<file path="src/sv/ofb_pkg.sv">
// Shared constants, types and the parity encoder of the odd parity block framer.
package ofb_pkg;

  localparam int FRAME_BYTES = 64;
  localparam int STORE_DEPTH = 64;
  localparam int FRAME_CAP   = (FRAME_BYTES < 1) ? 1 :
                               ((FRAME_BYTES > STORE_DEPTH) ? STORE_DEPTH : FRAME_BYTES);
  localparam int IDX_W       = $clog2(STORE_DEPTH);
  localparam int BANKS       = 2;
  localparam int ADDR_W      = IDX_W + 1;
  localparam int RAM_DEPTH   = BANKS * STORE_DEPTH;
  localparam int CHAR_W      = 7;
  localparam int BYTE_W      = 8;
  localparam int LEN_W       = 7;

  typedef struct packed {
    logic             bank;
    logic [LEN_W-1:0] len;
  } desc_t;

  typedef struct packed {
    logic valid;
    logic bank;
  } rel_t;

  typedef struct packed {
    logic [BYTE_W-1:0] data;
    logic              first;
    logic [LEN_W-1:0]  len;
    logic              last;
  } beat_t;

  function automatic logic [BYTE_W-1:0] parity_encode(input logic [CHAR_W-1:0] ch);
    parity_encode = {~(^ch), ch};
  endfunction

endpackage

</file>
<file path="src/sv/ofb_ram.sv">
// Generic single write port, single read port RAM with registered read data.
module ofb_ram #(
  parameter int WIDTH = 8,
  parameter int DEPTH = 128
) (
  input  logic                     clk,
  input  logic                     we,
  input  logic [$clog2(DEPTH)-1:0] waddr,
  input  logic [WIDTH-1:0]         wdata,
  input  logic                     re,
  input  logic [$clog2(DEPTH)-1:0] raddr,
  output logic [WIDTH-1:0]         rdata
);

  logic [WIDTH-1:0] mem [DEPTH];

  always_ff @(posedge clk) begin
    if (we) begin
      mem[waddr] <= wdata;
    end
    if (re) begin
      rdata <= mem[raddr];
    end
  end

endmodule

</file>
<file path="src/sv/ofb_front.sv">
// Front end: accepts characters, encodes parity, fills a bank and posts finished frames.
module ofb_front (
  input  logic                       clk,
  input  logic                       rst,
  input  logic                       in_valid,
  output logic                       in_ready,
  input  logic [ofb_pkg::CHAR_W-1:0] data_char,
  input  logic                       end_of_data,
  output logic                       we,
  output logic [ofb_pkg::ADDR_W-1:0] waddr,
  output logic [ofb_pkg::BYTE_W-1:0] wdata,
  output logic                       push,
  output ofb_pkg::desc_t             push_desc,
  input  logic                       q_full,
  input  ofb_pkg::rel_t              rel
);

  logic [ofb_pkg::LEN_W-1:0] fill_count;
  logic [ofb_pkg::LEN_W-1:0] fill_count_next;
  logic                      bank;
  logic                      bank_next;
  logic [ofb_pkg::BANKS-1:0] busy;
  logic [ofb_pkg::BANKS-1:0] busy_next;
  logic                      accept;
  logic [ofb_pkg::LEN_W-1:0] len;
  logic                      flush;

  assign in_ready = !busy[bank] && !q_full;
  assign accept   = in_valid && in_ready;
  assign len      = fill_count + ofb_pkg::LEN_W'(1);
  assign flush    = end_of_data || (len >= ofb_pkg::LEN_W'(ofb_pkg::FRAME_CAP));

  assign we             = accept;
  assign waddr          = {bank, fill_count[ofb_pkg::IDX_W-1:0]};
  assign wdata          = ofb_pkg::parity_encode(data_char);
  assign push           = accept && flush;
  assign push_desc.bank = bank;
  assign push_desc.len  = len;

  always_comb begin
    fill_count_next = fill_count;
    bank_next       = bank;
    busy_next       = busy;
    if (rel.valid) begin
      busy_next[rel.bank] = 1'b0;
    end
    if (accept) begin
      if (flush) begin
        fill_count_next = '0;
        bank_next       = ~bank;
        busy_next[bank] = 1'b1;
      end else begin
        fill_count_next = len;
      end
    end
  end

  always_ff @(posedge clk) begin
    if (rst) begin
      fill_count <= '0;
      bank       <= 1'b0;
      busy       <= '0;
    end else begin
      fill_count <= fill_count_next;
      bank       <= bank_next;
      busy       <= busy_next;
    end
  end

`ifndef SYNTHESIS
  a_push_room: assert property (@(posedge clk) disable iff (rst) push |-> !q_full)
    else $error("frame posted into a full queue");
  a_fill_below_cap: assert property (@(posedge clk) disable iff (rst)
      fill_count < ofb_pkg::LEN_W'(ofb_pkg::FRAME_CAP))
    else $error("open frame reached capacity without flush");
`endif

endmodule

</file>
<file path="src/sv/ofb_queue.sv">
// Two-entry queue of frame descriptors between front and back.
module ofb_queue (
  input  logic           clk,
  input  logic           rst,
  input  logic           push,
  input  ofb_pkg::desc_t push_desc,
  output logic           full,
  input  logic           pop,
  output logic           nonempty,
  output ofb_pkg::desc_t head
);

  ofb_pkg::desc_t ent [2];
  logic [1:0]     cnt;
  logic [1:0]     cnt_next;
  logic           do_pop;
  logic [1:0]     wr_pos;

  assign full     = cnt == 2'd2;
  assign nonempty = cnt != 2'd0;
  assign head     = ent[0];
  assign do_pop   = pop && nonempty;
  assign wr_pos   = cnt - {1'b0, do_pop};
  assign cnt_next = cnt - {1'b0, do_pop} + {1'b0, push};

  always_ff @(posedge clk) begin
    if (push && !wr_pos[0]) begin
      ent[0] <= push_desc;
    end else if (do_pop) begin
      ent[0] <= ent[1];
    end
    if (push && wr_pos[0]) begin
      ent[1] <= push_desc;
    end
  end

  always_ff @(posedge clk) begin
    if (rst) begin
      cnt <= '0;
    end else begin
      cnt <= cnt_next;
    end
  end

endmodule

</file>
<file path="src/sv/ofb_back.sv">
// Back end: drains a posted bank into a two-entry output buffer, one byte a cycle while that buffer has room.
module ofb_back (
  input  logic                       clk,
  input  logic                       rst,
  input  logic                       q_nonempty,
  input  ofb_pkg::desc_t             q_head,
  output logic                       q_pop,
  output logic                       re,
  output logic [ofb_pkg::ADDR_W-1:0] raddr,
  input  logic [ofb_pkg::BYTE_W-1:0] rdata,
  output ofb_pkg::rel_t              rel,
  output logic                       out_valid,
  input  logic                       out_ready,
  output logic [ofb_pkg::BYTE_W-1:0] data_byte,
  output logic                       first_of_frame,
  output logic [ofb_pkg::LEN_W-1:0]  frame_length,
  output logic                       last_of_frame
);

  typedef enum logic [1:0] {
    S_IDLE = 2'b01,
    S_RUN  = 2'b10
  } state_t;

  state_t                    state;
  state_t                    state_next;
  logic                      bank;
  logic [ofb_pkg::LEN_W-1:0] len;
  logic [ofb_pkg::LEN_W-1:0] k;
  logic [ofb_pkg::LEN_W-1:0] k_next;
  logic                      rd_pend;
  logic                      meta_first;
  logic                      meta_last;
  logic [ofb_pkg::LEN_W-1:0] meta_len;
  ofb_pkg::beat_t            ent [2];
  logic [1:0]                cnt;
  logic [1:0]                cnt_next;
  logic                      pop;
  logic [1:0]                wr_pos;
  logic [1:0]                load;
  logic                      room;
  logic                      issue;
  logic                      is_last;
  ofb_pkg::beat_t            rd_beat;

  assign pop     = (cnt != 2'd0) && out_ready;
  assign load    = cnt + {1'b0, rd_pend} - {1'b0, pop};
  assign room    = load < 2'd2;
  assign issue   = (state == S_RUN) && room;
  assign is_last = k == (len - ofb_pkg::LEN_W'(1));
  assign q_pop   = (state == S_IDLE) && q_nonempty;

  assign re        = issue;
  assign raddr     = {bank, k[ofb_pkg::IDX_W-1:0]};
  assign rel.valid = issue && is_last;
  assign rel.bank  = bank;

  assign rd_beat.data  = rdata;
  assign rd_beat.first = meta_first;
  assign rd_beat.len   = meta_len;
  assign rd_beat.last  = meta_last;

  assign wr_pos   = cnt - {1'b0, pop};
  assign cnt_next = cnt - {1'b0, pop} + {1'b0, rd_pend};

  assign out_valid      = cnt != 2'd0;
  assign data_byte      = ent[0].data;
  assign first_of_frame = ent[0].first;
  assign frame_length   = ent[0].len;
  assign last_of_frame  = ent[0].last;

  always_comb begin
    state_next = state;
    k_next     = k;
    unique case (state)
      S_IDLE: begin
        if (q_nonempty) begin
          state_next = S_RUN;
          k_next     = '0;
        end
      end
      S_RUN: begin
        if (issue) begin
          k_next = k + ofb_pkg::LEN_W'(1);
          if (is_last) begin
            state_next = S_IDLE;
          end
        end
      end
      default: begin
        state_next = S_IDLE;
      end
    endcase
  end

  always_ff @(posedge clk) begin
    if (q_pop) begin
      bank <= q_head.bank;
      len  <= q_head.len;
    end
    if (issue) begin
      meta_first <= k == '0;
      meta_last  <= is_last;
      meta_len   <= len;
    end
    if (rd_pend && !wr_pos[0]) begin
      ent[0] <= rd_beat;
    end else if (pop) begin
      ent[0] <= ent[1];
    end
    if (rd_pend && wr_pos[0]) begin
      ent[1] <= rd_beat;
    end
  end

  always_ff @(posedge clk) begin
    if (rst) begin
      state   <= S_IDLE;
      k       <= '0;
      rd_pend <= 1'b0;
      cnt     <= '0;
    end else begin
      state   <= state_next;
      k       <= k_next;
      rd_pend <= issue;
      cnt     <= cnt_next;
    end
  end

`ifndef SYNTHESIS
  a_buf_bound: assert property (@(posedge clk) disable iff (rst) cnt <= 2'd2)
    else $error("output buffer overrun");
  a_pend_room: assert property (@(posedge clk) disable iff (rst)
      rd_pend |-> (cnt != 2'd2 || pop))
    else $error("read data arrives with no buffer room");
  a_issue_in_frame: assert property (@(posedge clk) disable iff (rst)
      issue |-> k < len)
    else $error("read issued past frame end");
`endif

endmodule

</file>
<file path="src/sv/odd_parity_block_framer.sv">
// Top level of the odd parity block framer: front, descriptor queue, frame RAM and back.
//
//   channel  direction  handshake            beat payload
//   input    in         in_valid, in_ready   data_char, end_of_data
//   output   out        out_valid, out_ready data_byte, first_of_frame, frame_length,
//                                            last_of_frame
//
// One character is taken per cycle while the bank being filled is free; two banks
// of the frame RAM alternate, so the front fills one while the back drains the other.
// The back gives one byte per cycle while the output buffer has room; a flushed frame's
// descriptor is queued, then picked up by the back, whose reads pass the registered RAM.
// Input stalls only when both banks hold frames waiting to drain; output stalls
// hold the two-entry output buffer and the RAM read port.
// Reset clears the fill count, bank flags, queue and output buffer; RAM is not cleared.
module odd_parity_block_framer (
  input  logic                       clk,
  input  logic                       rst,
  input  logic                       in_valid,
  output logic                       in_ready,
  input  logic [ofb_pkg::CHAR_W-1:0] data_char,
  input  logic                       end_of_data,
  output logic                       out_valid,
  input  logic                       out_ready,
  output logic [ofb_pkg::BYTE_W-1:0] data_byte,
  output logic                       first_of_frame,
  output logic [ofb_pkg::LEN_W-1:0]  frame_length,
  output logic                       last_of_frame
);

  logic                       we;
  logic [ofb_pkg::ADDR_W-1:0] waddr;
  logic [ofb_pkg::BYTE_W-1:0] wdata;
  logic                       re;
  logic [ofb_pkg::ADDR_W-1:0] raddr;
  logic [ofb_pkg::BYTE_W-1:0] rdata;
  logic                       push;
  ofb_pkg::desc_t             push_desc;
  logic                       q_full;
  logic                       q_pop;
  logic                       q_nonempty;
  ofb_pkg::desc_t             q_head;
  ofb_pkg::rel_t              rel;

  ofb_front u_front (
    .clk         (clk),
    .rst         (rst),
    .in_valid    (in_valid),
    .in_ready    (in_ready),
    .data_char   (data_char),
    .end_of_data (end_of_data),
    .we          (we),
    .waddr       (waddr),
    .wdata       (wdata),
    .push        (push),
    .push_desc   (push_desc),
    .q_full      (q_full),
    .rel         (rel)
  );

  ofb_queue u_queue (
    .clk       (clk),
    .rst       (rst),
    .push      (push),
    .push_desc (push_desc),
    .full      (q_full),
    .pop       (q_pop),
    .nonempty  (q_nonempty),
    .head      (q_head)
  );

  ofb_ram #(
    .WIDTH (ofb_pkg::BYTE_W),
    .DEPTH (ofb_pkg::RAM_DEPTH)
  ) u_ram (
    .clk   (clk),
    .we    (we),
    .waddr (waddr),
    .wdata (wdata),
    .re    (re),
    .raddr (raddr),
    .rdata (rdata)
  );

  ofb_back u_back (
    .clk            (clk),
    .rst            (rst),
    .q_nonempty     (q_nonempty),
    .q_head         (q_head),
    .q_pop          (q_pop),
    .re             (re),
    .raddr          (raddr),
    .rdata          (rdata),
    .rel            (rel),
    .out_valid      (out_valid),
    .out_ready      (out_ready),
    .data_byte      (data_byte),
    .first_of_frame (first_of_frame),
    .frame_length   (frame_length),
    .last_of_frame  (last_of_frame)
  );

endmodule

</file>
<file path="config.mk">
export PLATFORM = sky130hd
export DESIGN_NAME = odd_parity_block_framer
export DESIGN_NICKNAME = d
export VERILOG_FILES = /design/src/sv/ofb_pkg.sv /design/src/sv/ofb_ram.sv /design/src/sv/ofb_front.sv /design/src/sv/ofb_queue.sv /design/src/sv/ofb_back.sv /design/src/sv/odd_parity_block_framer.sv
export SDC_FILE = /design/constraint.sdc
export NUM_CORES = 1
export LEC_CHECK = 0
export ABC_AREA = 1
export BUFFER_PORTS_ARGS = -buffer_cell sky130_fd_sc_hd__buf_2
export CAP_MARGIN = 0
export CORE_MARGIN = 2
export CORE_UTILIZATION = 45
export DETAILED_ROUTE_END_ITERATION = 6
export GPL_ROUTABILITY_DRIVEN = 0
export PLACE_DENSITY_LB_ADDON = 0.15
export SLEW_MARGIN = 20
export SYNTH_ARGS = -nofsm -noshare
export SYNTH_HDL_FRONTEND = slang
export SYNTH_SLANG_ARGS = --single-unit
</file>
<file path="constraint.sdc">
create_clock -name clk -period 12.7 [get_ports clk]
set_input_delay 1.905 -clock clk [delete_from_list [all_inputs] [get_ports clk]]
set_output_delay 1.905 -clock clk [all_outputs]
set_load 0.05 [all_outputs]
</file>
==> out/results.ini <==
[detailed_routing]
wl_mm=122
viasPerCell=5.26
drt_iter0_drc=2846
avgRoutedWirePerCell_um=21.1
firstDrtPassIters=5
ant_nets=0
vias=30400
route.detailed.drc=0

[layout]
diodes=0
nets=4326
drive_gt1_frac=0.0569
final_common_cell=nand2_1
final_cells=5771
mostFrequentLayoutCells=nand2_1 (1272), edfxtp_1 (1099), nor2_1 (696), o21ai_0 (305), nand3_1 (287)
fillers=9149
area_growth_pct=9.98

[sta]
rsz0062_at_grt=no
slew_violations=0
fin_setup_tns_ns=0
finalWorstSetupSlack_ns=7.64
finalCritPeriodShare=0.399
worstMarginPinSlew_ns=1.40
fmax_mhz=197
fin_skew_ns=0.0191
hold_violations=0
setup_violations=0
finalCriticalPeriod_ns=5.06
slew_headroom=0.0649

[synth]
yosysTopAreaCell=edfxtp_1
synth_cell_types=31
synth_fp_nets=4378
avgSynthCellArea_um2=10.8
synth_area_leaders=edfxtp_1 (70%), nand2_1 (10%), nor2_1 (5.5%), o21ai_0 (3.2%), nand3_1 (3.0%)
synth_seq_cells=1123
ys.warnings.count=0
synth_top_area_share=0.699
synthesis.area_um2=47200
syn-instance-count=4353
synth-seq-area-share=0.709

[power]
switching_power_uw=2040
p_leak_uw=0.0192
clockPowerShare=0.395
p_per_area_nw_per_um2=161
ir_drop_mv=0.113
seqPwrFrac=0.513
intPower_uw=6310
swShare=0.244
p_comb_frac=0.092

[clocking]
ctsHoldBuffers=0
cts_resized=0
cts_setup_buffers=0
cts_buffer_depth=3
worstSkewPairLatency_ns=0.70
numCtsBuffers=117
ctsRootBufferMaster=clkbuf_16
cts_tree=yes
clkTransAtPathRegs_ns=0.06
h-tree-depth=3
cts_sinks=1123

[critical_path]
cp-end-kind=flip-flop
cp.required_ns=13.26
cp_cell_sequence=buf_4 > buf_12 > buf_4 > nor2_1 > nor2_1 > o21ai_0 > nand3_1 > nand3_1 > nand2_1 > nand2_1 > nand3_1 > nor2_1 > nor2_1
cp_common_cell=nor2_1
cp_max_fo=207
crit_buf_inv=3
worstSetupPathType=reg2reg
crit_family=buffers and inverters
cp-start-kind=flip-flop
cpMaxStageDelayCell=dfxtp_4
arrival_ns=5.62
cp_slowest_stage_delay_ns=0.98

[grt]
antenna_found_initial=0
grt_usage=0.226
grt_max_degree=225
grt_pass1_vias=29100
grt_pass1_wl_mm=184
grt-ovfl-total=0

[status]
outcome=finished clean

[placed_design]
place_inst=5562
port_buffers=30
dp_slack_ns=7.71
hpwl_mm=68.8

[flow_run]
maxCapViolations=0

[min_path]
hp-class=reg2reg

[floorplan]
die_y_um=328
io_pins=31
die_w_um=328
start_util=0.455
fp-row-count=118
fp.dieArea_um2=108000
core_area_um2=104000

[power groups by stage]
stage          Sequential [uW]  Combinational [uW]  Clock, uW
2_1_floorplan             4340                 526          0
3_3_place_gp              4350                 767          0
3_5_place_dp              4360                 772          0
4_1_cts                   4280                 775       3350
5_1_grt                   4290                 854       3500
6_report                  4280                 768       3300
[synth_stat cells]
cell type  instances
a211oi_1           5
a21oi_1           21
buf_1             17
buf_2            108
buf_4             30
buf_6              2
buf_8              3
clkbuf_1          76
clkinv_1           9
dfxtp_1           24
edfxtp_1        1099
ha_1              13
inv_1            285
inv_4              1
mux2_2            19
mux2i_1            1
nand2_1         1272
nand2_2            1
nand3_1          287
nor2_1           697
nor2_2             2
nor3_1             9
nor4_1             2
nor4_2             1
o211ai_1          32
o21ai_0          305
o21ai_1           10
o21bai_2           1
or2_2              2
xnor2_1            9
xor2_1            10
[cells by family after synthesis]
family,share of synthesized area
AOI/OAI and AO/OA,0.0417
xor gates and xnor gates,0.00352
adders and majority gates,0.00344
buffers and inverters,0.0485
DFF,0.709
muxes,0.00474
and+or+nand+nor,0.189
[flip-flops by register name, summed over array words and instances, names as in the netlist]
name / flops
u_back.cnt: 2
u_back.state: 2
u_back.rd_pend: 1
u_queue.cnt: 2
u_back.meta_len: 7
u_back.len: 7
u_queue.ent: 16
u_back.k: 7
u_front.fill_count: 7
u_back.meta_last: 1
u_front.busy: 2
u_front.bank: 1
u_ram.rdata: 8
u_ram.mem: 1024
u_back.meta_first: 1
u_back.bank: 1
u_back.ent: 34
[final timing paths]
path / startpoint / to / slack [ns] / depth (start not counted)
max: u_back.k[0] / u_ram.rdata[1] / 7.64 / 13
max reg2reg: u_back.k[0] / u_ram.rdata[1] / 7.64 / 13
min: u_queue.ent[0][5] / u_back.len[5] / 0.42 / 0
min reg2reg: u_queue.ent[0][5] / u_back.len[5] / 0.42 / 0
[metal layers]
layer  track usage  routed length [um]
met5             0                   0
met4        0.0737                3460
met2         0.359               56600
met1         0.324               54800
met3        0.0306                7030
[per-stage QoR]
stage / instance area [um^2] / utilization / hold WS (ns) / total power (uW)
after CTS: 51900 / 0.500 / 0.419 / 8400
after global routing: 51900 / 0.500 / 0.424 / 8640
after global placement: 48300 / 0.465 / 0.401 / 5120
final: 51900 / 0.500 / 0.418 / 8350
after floorplan: 47200 / - / 0.400 / 4870
after detailed placement: 48300 / 0.465 / 0.406 / 5130
[final cells by class]
| cell class | instances | area, um^2 | area share |
|---|---|---|---|
| flip-flops and latches | 1123 | 33500 | 0.645 |
| well taps | 1380 | 1730 | 0.0332 |
| clock buffers | 157 | 3170 | 0.0611 |
| repair buffers | 65 | 484 | 0.00932 |
| inverters | 295 | 1130 | 0.0217 |
| clock inverters | 52 | 464 | 0.00894 |
| multi-input cells | 2699 | 11500 | 0.221 |
[worst reg2reg max path: stages, from the launching register on]
cell     delay [ns]
dfxtp_4        0.98
buf_4          0.96
buf_12         0.65
buf_4          1.21
nor2_1         0.12
nor2_1         0.10
o21ai_0        0.10
nand3_1        0.13
nand3_1        0.09
nand2_1        0.17
nand2_1        0.07
nand3_1        0.18
nor2_1         0.09
nor2_1         0.08
(Power assumes the default switching activity.)
